==> config.mk <==
export PLATFORM = sky130hd
export DESIGN_NAME = bitmap_block_allocator_unit
export DESIGN_NICKNAME = d
export VERILOG_FILES = /design/src/sv/bba_pkg.sv /design/src/sv/bba_ram.sv /design/src/sv/bba_find.sv /design/src/sv/bitmap_block_allocator_unit.sv
export SDC_FILE = /design/constraint.sdc
export NUM_CORES = 2
export LEC_CHECK = 0
export BUFFER_PORTS_ARGS = -buffer_cell sky130_fd_sc_hd__buf_2
export CAP_MARGIN = 20
export CORE_AREA = 2 2 354 356
export CTS_CLUSTER_SIZE = 16
export DETAILED_ROUTE_END_ITERATION = 10
export DIE_AREA = 0 0 356 358
export PLACE_DENSITY = 0.6
export SLEW_MARGIN = 5
export SYNTH_ARGS = -nofsm -noshare
export SYNTH_HDL_FRONTEND = slang
export SYNTH_SLANG_ARGS = --single-unit
==> constraint.sdc <==
create_clock -name clk -period 7.97 [get_ports clk]
set_input_delay 0.3985 -clock clk [delete_from_list [all_inputs] [get_ports clk]]
set_output_delay 0.3985 -clock clk [all_outputs]
set_load 0.02 [all_outputs]
==> src/sv/bba_pkg.sv <==
package bba_pkg;

  // Sizing of the map
  localparam int NUM_BLOCKS      = 1024;
  localparam int MAP_FIRST_BLOCK = 0;
  localparam int MAP_BLOCK_COUNT = 1;

  // Map word geometry: 64-bit words, narrower only for very small maps
  localparam int WORD_W    = (NUM_BLOCKS >= 64) ? 64 : 8;
  localparam int BIT_W     = $clog2(WORD_W);
  localparam int NUM_WORDS = (NUM_BLOCKS + WORD_W - 1) / WORD_W;
  localparam int ADDR_W    = $clog2((NUM_WORDS > 1) ? NUM_WORDS : 2);
  localparam int CNT_W     = $clog2(NUM_BLOCKS + 1);

  // Reserved blocks that actually lie inside the map
  localparam int RSV_END_RAW  = MAP_FIRST_BLOCK + MAP_BLOCK_COUNT;
  localparam int RSV_END      = (RSV_END_RAW < NUM_BLOCKS) ? RSV_END_RAW : NUM_BLOCKS;
  localparam int RSV_START    = (MAP_FIRST_BLOCK < NUM_BLOCKS) ? MAP_FIRST_BLOCK : NUM_BLOCKS;
  localparam int RESERVED_USED = RSV_END - RSV_START;

  // Operation codes
  typedef enum logic [1:0] {
    OP_ALLOC   = 2'd0,
    OP_REQUEST = 2'd1,
    OP_RELEASE = 2'd2
  } op_t;

  // Lowest free bit of one map word
  typedef struct packed {
    logic             found;
    logic [BIT_W-1:0] bit_idx;
  } find_t;

  // Reset contents of one map word: reserved blocks set
  function automatic logic [WORD_W-1:0] word_reset(input logic [ADDR_W-1:0] addr);
    logic [WORD_W-1:0] w;
    int                blk;
    w = '0;
    for (int b = 0; b < WORD_W; b++) begin
      blk = int'(addr) * WORD_W + b;
      w[b] = (blk >= MAP_FIRST_BLOCK) && (blk < RSV_END_RAW) && (blk < NUM_BLOCKS);
    end
    return w;
  endfunction

endpackage

==> src/sv/bba_ram.sv <==
module bba_ram #(
  parameter int WIDTH = 64,
  parameter int DEPTH = 16
) (
  input  logic                                    clk,
  input  logic                                    we,
  input  logic [$clog2((DEPTH > 1) ? DEPTH : 2)-1:0] waddr,
  input  logic [WIDTH-1:0]                        wdata,
  input  logic [$clog2((DEPTH > 1) ? DEPTH : 2)-1:0] raddr,
  output logic [WIDTH-1:0]                        rdata
);

  logic [WIDTH-1:0] mem [DEPTH];
  logic [WIDTH-1:0] rdata_r;

  // One write port, one registered read port
  always_ff @(posedge clk) begin
    if (we) begin
      mem[waddr] <= wdata;
    end
    rdata_r <= mem[raddr];
  end

  assign rdata = rdata_r;

endmodule

==> src/sv/bba_find.sv <==
module bba_find (
  input  logic [bba_pkg::WORD_W-1:0] word,
  input  logic [bba_pkg::ADDR_W-1:0] word_idx,
  output bba_pkg::find_t             res
);

  import bba_pkg::*;

  logic [WORD_W-1:0] in_range;
  logic [WORD_W-1:0] free_bits;
  logic [WORD_W-1:0] lowest;

  // Bits past the end of the map count as used
  always_comb begin
    for (int b = 0; b < WORD_W; b++) begin
      in_range[b] = (int'(word_idx) * WORD_W + b) < NUM_BLOCKS;
    end
  end

  assign free_bits = ~word & in_range;
  // Isolate the lowest free bit
  assign lowest    = free_bits & (~free_bits + WORD_W'(1));

  // Encode the one-hot position
  always_comb begin
    res.found   = |free_bits;
    res.bit_idx = '0;
    for (int k = 0; k < BIT_W; k++) begin
      for (int b = 0; b < WORD_W; b++) begin
        if (((b >> k) & 1) == 1) begin
          res.bit_idx[k] = res.bit_idx[k] | lowest[b];
        end
      end
    end
  end

endmodule

==> src/sv/bitmap_block_allocator_unit.sv <==
// First-fit bitmap block allocator. One used/free bit per block is kept in a
// single-port-read RAM of 64-bit words (1024 blocks = 16 words). Raise start
// with in_op/in_target_block while busy is low; exactly one result beat
// follows, marked by a one-cycle out_valid strobe that cannot be held off.
// Allocate scans the map one word per cycle from word 0 through the RAM
// read port, so its result appears once a free bit is found or the last
// word has been read, and busy drops in that same cycle. Request and
// release do one read-modify-write of the target word. Out-of-range
// targets and unknown ops answer in the next cycle without touching the
// map. After reset the block writes the reset map one word a cycle (busy
// high) before taking its first beat.
module bitmap_block_allocator_unit (
  input  logic        clk,
  input  logic        rst_n,
  input  logic        start,
  output logic        busy,
  input  logic [1:0]  in_op,
  input  logic [15:0] in_target_block,
  output logic        out_valid,
  output logic        out_ok,
  output logic [9:0]  out_granted_block,
  output logic [10:0] out_used_count,
  output logic [10:0] out_free_count
);

  import bba_pkg::*;

  typedef enum logic [3:0] {
    ST_CLEAR = 4'b0001,
    ST_IDLE  = 4'b0010,
    ST_SCAN  = 4'b0100,
    ST_RMW   = 4'b1000
  } state_t;

  localparam logic [ADDR_W-1:0] LAST_WORD = ADDR_W'(NUM_WORDS - 1);
  localparam logic [16:0]       NUM_BLK17 = 17'(NUM_BLOCKS);

  state_t             state_r, state_nxt;
  logic [ADDR_W-1:0]  idx_r, idx_nxt;     // clear pointer / word in rdata
  logic [1:0]         op_r, op_nxt;
  logic [15:0]        tgt_r, tgt_nxt;
  logic [CNT_W-1:0]   used_r, used_nxt;

  logic               out_valid_r, out_valid_nxt;
  logic               ok_r, ok_nxt;
  logic [9:0]         grant_r, grant_nxt;
  logic [10:0]        ucnt_r, ucnt_nxt;
  logic [10:0]        fcnt_r, fcnt_nxt;

  logic               we;
  logic [ADDR_W-1:0]  waddr, raddr;
  logic [WORD_W-1:0]  wdata, rdata;
  find_t              fnd;

  logic               in_range;
  logic [BIT_W-1:0]   tgt_bit;
  logic [ADDR_W-1:0]  in_word;

  bba_ram #(.WIDTH(WORD_W), .DEPTH(NUM_WORDS)) u_map (
    .clk   (clk),
    .we    (we),
    .waddr (waddr),
    .wdata (wdata),
    .raddr (raddr),
    .rdata (rdata)
  );

  bba_find u_find (
    .word     (rdata),
    .word_idx (idx_r),
    .res      (fnd)
  );

  assign in_range = {1'b0, in_target_block} < NUM_BLK17;
  assign in_word  = ADDR_W'(in_target_block >> BIT_W);
  assign tgt_bit  = tgt_r[BIT_W-1:0];

  // Control and read-modify-write of the map
  always_comb begin
    state_nxt     = state_r;
    idx_nxt       = idx_r;
    op_nxt        = op_r;
    tgt_nxt       = tgt_r;
    used_nxt      = used_r;
    out_valid_nxt = 1'b0;
    ok_nxt        = ok_r;
    grant_nxt     = grant_r;
    we            = 1'b0;
    waddr         = idx_r;
    wdata         = rdata;
    raddr         = idx_r;

    case (state_r)
      ST_CLEAR: begin
        we    = 1'b1;
        wdata = word_reset(idx_r);
        if (idx_r == LAST_WORD) begin
          state_nxt = ST_IDLE;
        end else begin
          idx_nxt = idx_r + ADDR_W'(1);
        end
      end

      ST_IDLE: begin
        if (start) begin
          op_nxt  = in_op;
          tgt_nxt = in_target_block;
          if (in_op == OP_ALLOC) begin
            raddr     = '0;
            idx_nxt   = '0;
            state_nxt = ST_SCAN;
          end else if ((in_op == OP_REQUEST || in_op == OP_RELEASE) && in_range) begin
            raddr     = in_word;
            idx_nxt   = in_word;
            state_nxt = ST_RMW;
          end else begin
            // out of range or unknown op: answer at once
            out_valid_nxt = 1'b1;
            ok_nxt        = 1'b0;
            grant_nxt     = '0;
          end
        end
      end

      ST_SCAN: begin
        if (fnd.found) begin
          we            = 1'b1;
          wdata         = rdata | (WORD_W'(1) << fnd.bit_idx);
          used_nxt      = used_r + CNT_W'(1);
          out_valid_nxt = 1'b1;
          ok_nxt        = 1'b1;
          grant_nxt     = 10'((32'(idx_r) << BIT_W) | 32'(fnd.bit_idx));
          state_nxt     = ST_IDLE;
        end else if (idx_r == LAST_WORD) begin
          // map full
          out_valid_nxt = 1'b1;
          ok_nxt        = 1'b0;
          grant_nxt     = '0;
          state_nxt     = ST_IDLE;
        end else begin
          raddr   = idx_r + ADDR_W'(1);
          idx_nxt = idx_r + ADDR_W'(1);
        end
      end

      ST_RMW: begin
        out_valid_nxt = 1'b1;
        state_nxt     = ST_IDLE;
        if (op_r == OP_REQUEST) begin
          if (rdata[tgt_bit]) begin
            ok_nxt    = 1'b0;
            grant_nxt = '0;
          end else begin
            we        = 1'b1;
            wdata     = rdata | (WORD_W'(1) << tgt_bit);
            used_nxt  = used_r + CNT_W'(1);
            ok_nxt    = 1'b1;
            grant_nxt = tgt_r[9:0];
          end
        end else begin
          // release: freeing a free block still succeeds
          if (rdata[tgt_bit]) begin
            we       = 1'b1;
            wdata    = rdata & ~(WORD_W'(1) << tgt_bit);
            used_nxt = used_r - CNT_W'(1);
          end
          ok_nxt    = 1'b1;
          grant_nxt = tgt_r[9:0];
        end
      end

      default: begin
        state_nxt = ST_IDLE;
      end
    endcase

    ucnt_nxt = 11'(used_nxt);
    fcnt_nxt = 11'(CNT_W'(NUM_BLOCKS) - used_nxt);
  end

  // Control state
  always_ff @(posedge clk) begin
    if (!rst_n) begin
      state_r     <= ST_CLEAR;
      idx_r       <= '0;
      used_r      <= CNT_W'(RESERVED_USED);
      out_valid_r <= 1'b0;
    end else begin
      state_r     <= state_nxt;
      idx_r       <= idx_nxt;
      used_r      <= used_nxt;
      out_valid_r <= out_valid_nxt;
    end
  end

  // Request and result payload
  always_ff @(posedge clk) begin
    op_r    <= op_nxt;
    tgt_r   <= tgt_nxt;
    ok_r    <= ok_nxt;
    grant_r <= grant_nxt;
    ucnt_r  <= ucnt_nxt;
    fcnt_r  <= fcnt_nxt;
  end

  assign busy              = (state_r != ST_IDLE);
  assign out_valid         = out_valid_r;
  assign out_ok            = ok_r;
  assign out_granted_block = grant_r;
  assign out_used_count    = ucnt_r;
  assign out_free_count    = fcnt_r;

endmodule
[Word level (Yosys, flattened, before mapping)]
Memories as Yosys holds them, arrays and structs flattened. A register that Yosys moved wholly into a read port is not among the register bits.
Index checks and enable logic that the tools add are counted.
Operators by class
  equal/unequal tests: 14
  shift operators: 2
  bitwise operators: 195
  reduce and logical (&&, ||, !) cells: 137
  muxes and demuxes: 53
  add/sub/neg operators: 68
  $lt $le $gt $ge: 194
Operators with widths (number)
  32-bit by 1-bit >= comparator with 1-bit output (second input constant): 57
  32-bit by 12-bit < comparator with 1-bit output (second input constant): 57
  32-bit by 2-bit < comparator with 1-bit output (second input constant): 57
  10-bit by 6-bit adder with 11-bit output (second input constant): 32
  64-bit 2-to-1 mux: 4
  64-bit bitwise AND: 3
  64-bit inverter: 3
  64-bit case mux with 3 select lines: 1
  1-bit bitwise OR: 186
  10-bit by 5-bit adder with 11-bit output (second input constant): 16
  1-bit logical AND: 129
  64-bit bitwise OR: 2
  1-bit by 6-bit left shift with 64-bit output (first input constant): 2
  10-bit by 4-bit adder with 11-bit output (second input constant): 8
  10-bit 2-to-1 mux: 7
  11-bit by 1-bit >= comparator with 1-bit output (second input constant): 6
  11-bit by 1-bit < comparator with 1-bit output (second input constant): 6
  11-bit < comparator (second input constant): 6
  64-bit by 1-bit adder with 64-bit output (second input constant): 1
  64-bit OR reduction: 1
  10-bit by 3-bit adder with 11-bit output (second input constant): 4
  11-bit 2-to-1 mux: 4
  4-bit 2-to-1 mux: 10
  10-bit case mux with 3 select lines: 1
  other kinds (32): 60
Storage, ports and cells
  input port bits: 21
  bits in registers: 65
  memory bits (writable): 1024
  word-level logic and storage cells: 674
  memories: 1
Memory list
  u_map.mem: depth 16, bits a word 64, read ports 1, clocked after Yosys merged registers in 1, wr ports 1, line bba_ram.sv:13  | logic [WIDTH-1:0] mem [DEPTH];

[Longest topological paths before layout]
  depth after elaboration: 41
  gate-level depth with buffers: 17
  mapped depth without buffers: 13

[By module]
A second synthesis with hierarchy kept.
Unflattened totals
  cell total of the unflattened synthesis: 2672
  area total of the unflattened synthesis: 47005.1 um^2
By module, submodules not included
  bba_ram: cells each 1647, times used 1, area an instance 39581.7 um^2, seq. area each 32030.7 um^2
  bitmap_block_allocator_unit: cells each 778, times used 1, area an instance 5970.7 um^2, seq. area each 1511.4 um^2
  bba_find: cells each 247, times used 1, area an instance 1452.6 um^2, seq. area each 0.0 um^2

[Least setup slack after synthesis]
OpenSTA, ideal clock, no wires.
  path kind: register to register
  start: register tgt_r[0]
  end: memory u_map.mem[0][0], enable pin
  slack: 0.616 ns
  library setup time: 0.565 ns
  cell stages (with the launch flop): 15
  clock period less this slack: 7.354 ns
  required time: 7.405 ns
  arrival time: 6.790 ns
  cell sequence: edfxtp_1 buf_6 buf_6 mux2i_1 o22ai_1 or3_1 o31a_2 a31oi_4 buf_6 inv_2 ha_1 a21oi_1 nand2_1 nand2_1 nor3_1
On the way
  word-level cells in the longest chain between the ends: 7
  elaborated cells on any way between the ends: 8
RTL lines
  from (decl): line bitmap_block_allocator_unit.sv:41  | logic [15:0] tgt_r, tgt_nxt;
  from (signal assigned): line bitmap_block_allocator_unit.sv:199  | tgt_r <= tgt_nxt;
  1-bit binary-select mux with 6-bit select (*): line bitmap_block_allocator_unit.sv:150, bitmap_block_allocator_unit.sv:162
  1-bit 2-to-1 mux (not written as such) (*): line bitmap_block_allocator_unit.sv:150, bitmap_block_allocator_unit.sv:162
  1-bit 2-to-1 mux (on tied branches): line bitmap_block_allocator_unit.sv:162, bitmap_block_allocator_unit.sv:150
  1-bit 2-to-1 mux (*): line bitmap_block_allocator_unit.sv:149  | if (op_r == OP_REQUEST) begin
  1-bit case mux with 3 select lines (*): line bitmap_block_allocator_unit.sv:93  | case (state_r)
  1-bit 2-to-1 mux (*): line bba_ram.sv:18  | if (we) begin
  1-bit 2-to-1 mux (not written as such) (*): line bba_ram.sv:19  | mem[waddr] <= wdata;
  to (decl): line bba_ram.sv:13
Every way passes the cells marked *; elsewhere a longest branch is shown, timed or not. The select of a mux whose other input is x is not followed.

[Final worst setup path]
  start: register tgt_r[1]
  end: memory u_map.mem[4][10], enable pin
The elaborated chain is that of the path after synthesis.

==> results.toml <==
[run_status]
status = "finished clean"

[clocking]
cts_root_buffer = "clkbuf_16"
cts_tree = "yes"
numCtsBuffers = 110
clock_path_buffers = 3
htreeDepth = 3
insertion_delay_ns = 0.72
clk_pin_slew_ns = 0.07
post_cts_resized = 0
cts_sinks = 1152

[grt]
grt_pass1_wl_um = 211000
grt_pass1_vias = 32042
grt_max_degree = 188
grt_overflow = 0
antenna_found_initial = 1
track_usage_pct = 22.0

[synth]
yosysTopAreaCellShare_pct = 63.8
synth_largest_area_cell = "edfxtp_1"
synth_fa_ha_area_share_pct = 0.229
syn_area_um2 = 49300
postSynth.asyncResetShare_pct = 0
synth_compound_area_share_pct = 15.0
yosys-top-cells-area = "edfxtp_1, nand2_1, a211oi_1"
synth_edf_count = 1047
synth-seq-area-share_pct = 68.1
ys_top_cells_by_count = "edfxtp_1, nand2_1, a211oi_1"
synth_cells = 3899
postSynthAreaPerCell_um2 = 12.6
ys_warn_count = 0
synthFlopType = "edfxtp_1"
synthMostInstantiatedCell = "edfxtp_1"
mappedNetlistNets = 3929
synth_top_family_by_area = "compound AO/OA/AOI/OAI gates"
synth.area.mux_share_pct = 0.721
synthXorXnorAreaFrac_pct = 0.350
ys_ff_latch = 1152
synth-simple-area-share_pct = 12.5
synth.distinct_cells = 99

[floorplan]
core_area_um2 = 123000
ios = 56
die_h_um = 358
start_util_pct = 40.0
dieArea_um2 = 127000
fp.dieW_um = 356
rows = 129

[pwr]
ir_worst_vdd_mv = 0.197
powerDensity_nw_per_um2 = 299
p_leak_nw = 18.5

[sta]
hold_ws_ns = 0.0495
relSlewSlack_pct = 22.4
finalMaxSlewViolations = 0
fmaxAchievable_mhz = 178
hold_viol = 0
fin_crit_sh_pct = 70.5
finalSetupTns_ns = 0
clock_skew_ns = 0.0280
setup_viol = 0
post-route-min-period_ns = 5.62
grt_setup_unrepaired = "no"
worst_pin_slew_ns = 1.15

[final_layout]
design_area_um2 = 55200
final_layout_size_suffix_gt1_share_pct = 10.2
area_delta_synth_final_pct = 12.0
layout.cells.non_filler = 5628
n_antenna_cell = 0
final_nets = 3927
fin_util_pct = 44.7

[place]
dpl.hpwl_um = 78900
dp_cells = 5396
io_buffers = 55
gp_congestion = 0.991
dpl_cell_area_um2 = 51400

[critical_path]
worstSetupEndpointType = "flip-flop"
cp_data_required_time_ns = 8.30
critPathMaxFanout = 26
critPathKind = "flip-flop to flip-flop"
crit_arrival_ns = 5.95
reg2reg_depth = 13
critPathLaunchType = "flip-flop"

[route]
wl_um = 143000
dr_wl_met3_um = 10000
viasPerCell = 5.99
met2_length_um = 66500
routed.top_layer = "met4"
wire_per_inst_um = 25.4
vias = 33708
wl_met1_um = 62200
post-route-drc-count = 0
firstDrtPassIters = 6
drtIter0Drc = 3961
drt.antenna.violating_nets = 0

[flow_run]
max_cap_viol_count = 0

[min_path]
hold_class = "primary input to flip-flop"
hold_depth = 2
[critical path, stage by stage, from the launching register on]
cell and delay (ns):
edfxtp_1 0.73, buf_4 0.34, nand2b_1 0.23, o22ai_1 0.12, o311ai_2 0.35, a41oi_2 0.20, a31oi_4 0.66, inv_2 0.16
ha_1 0.36, a21oi_1 0.13, nand2_1 0.18, nand2_1 0.22, nor2_4 0.91, buf_4 0.60
[cells in the final DEF, fill, tap and decap left out, types with 27 or more instances in the layout]
cell type	netlist	layout
buf_2	113	55
clkbuf_16	0	111
nand3_1	42	42
a211oi_1	325	323
a31oi_1	138	138
a311oi_1	129	129
buf_4	9	110
mux2i_1	31	31
a21oi_1	186	185
clkinv_1	0	27
and3_1	275	275
dfxtp_1	105	105
nand2_1	673	673
nor2_1	85	74
edfxtp_1	1047	1047
o21ai_0	167	156
clkbuf_1	161	27
inv_1	32	32
[layout make-up]
class	instances	area, um^2
tap	1637	2050
clock buffer	145	2980
fill	11120	68100
sequential	1152	33500
timing repair buffer	193	1510
inverter	33	124
clock inverter	61	559
multi-input combinational	2407	14400
[final timing paths]
kind                                            to       start  slack, ns
worst max register to register    u_map.mem[4][10]    tgt_r[1]       2.35
worst max-delay path              u_map.mem[4][10]    tgt_r[1]       2.35
worst min register to register  out_used_count[10]  used_r[10]       0.53
worst min-delay path                    state_r[0]       rst_n       0.05
[layer usage]
layer,vias to the layer above,track usage [%]
met5,-,0
met4,0,7.32
met3,251,3.15
met2,1372,35.2
met1,16958,30.8
li1,15127,-
[per-stage QoR]
step	total power, mW	setup WS [ns]
global route	17.1	2.02
detailed placement	11.4	2.42
floorplan	10.0	0.616
global placement	11.4	2.55
CTS	16.5	2.39
finish	16.5	2.35
[state kept, by name, indices dropped and copies added, names as in the netlist]
signal and cells:
state_r 4, op_r 2, u_map.mem 1024, out_used_count 10, tgt_r 10, out_free_count 11
out_valid 1, out_granted_block 10, out_ok 1, u_map.rdata 64, used_r 11, idx_r 4
[logic make-up (layout without fill, tap and decap cells)]
| logic type | count (synthesis) | count (layout) |
|---|---|---|
| AO/OA/AOI/OAI | 1089 | 1089 |
| XOR/XNOR | 18 | 18 |
| flip-flops | 1152 | 1152 |
| AND/OR/NAND/NOR | 1256 | 1256 |
| multiplexers | 35 | 35 |
| buffers and inverters | 340 | 432 |
| adder cells (fa/ha/maj) | 9 | 9 |
[power by group]
group          total [mW]  internal (mW)  switching (mW)
clock                5.13           2.89            2.24
combinational        3.35           1.03            2.32
sequential           8.03           7.48           0.548
total                16.5           11.4            5.11
[timing repair]
item / CTS / global route
buffers inserted: 0 / 0
hold buffers: 13 / 0
endpoints found under the hold margin: 13 / 0
No activity file was read; power rests on OpenSTA's default activity.
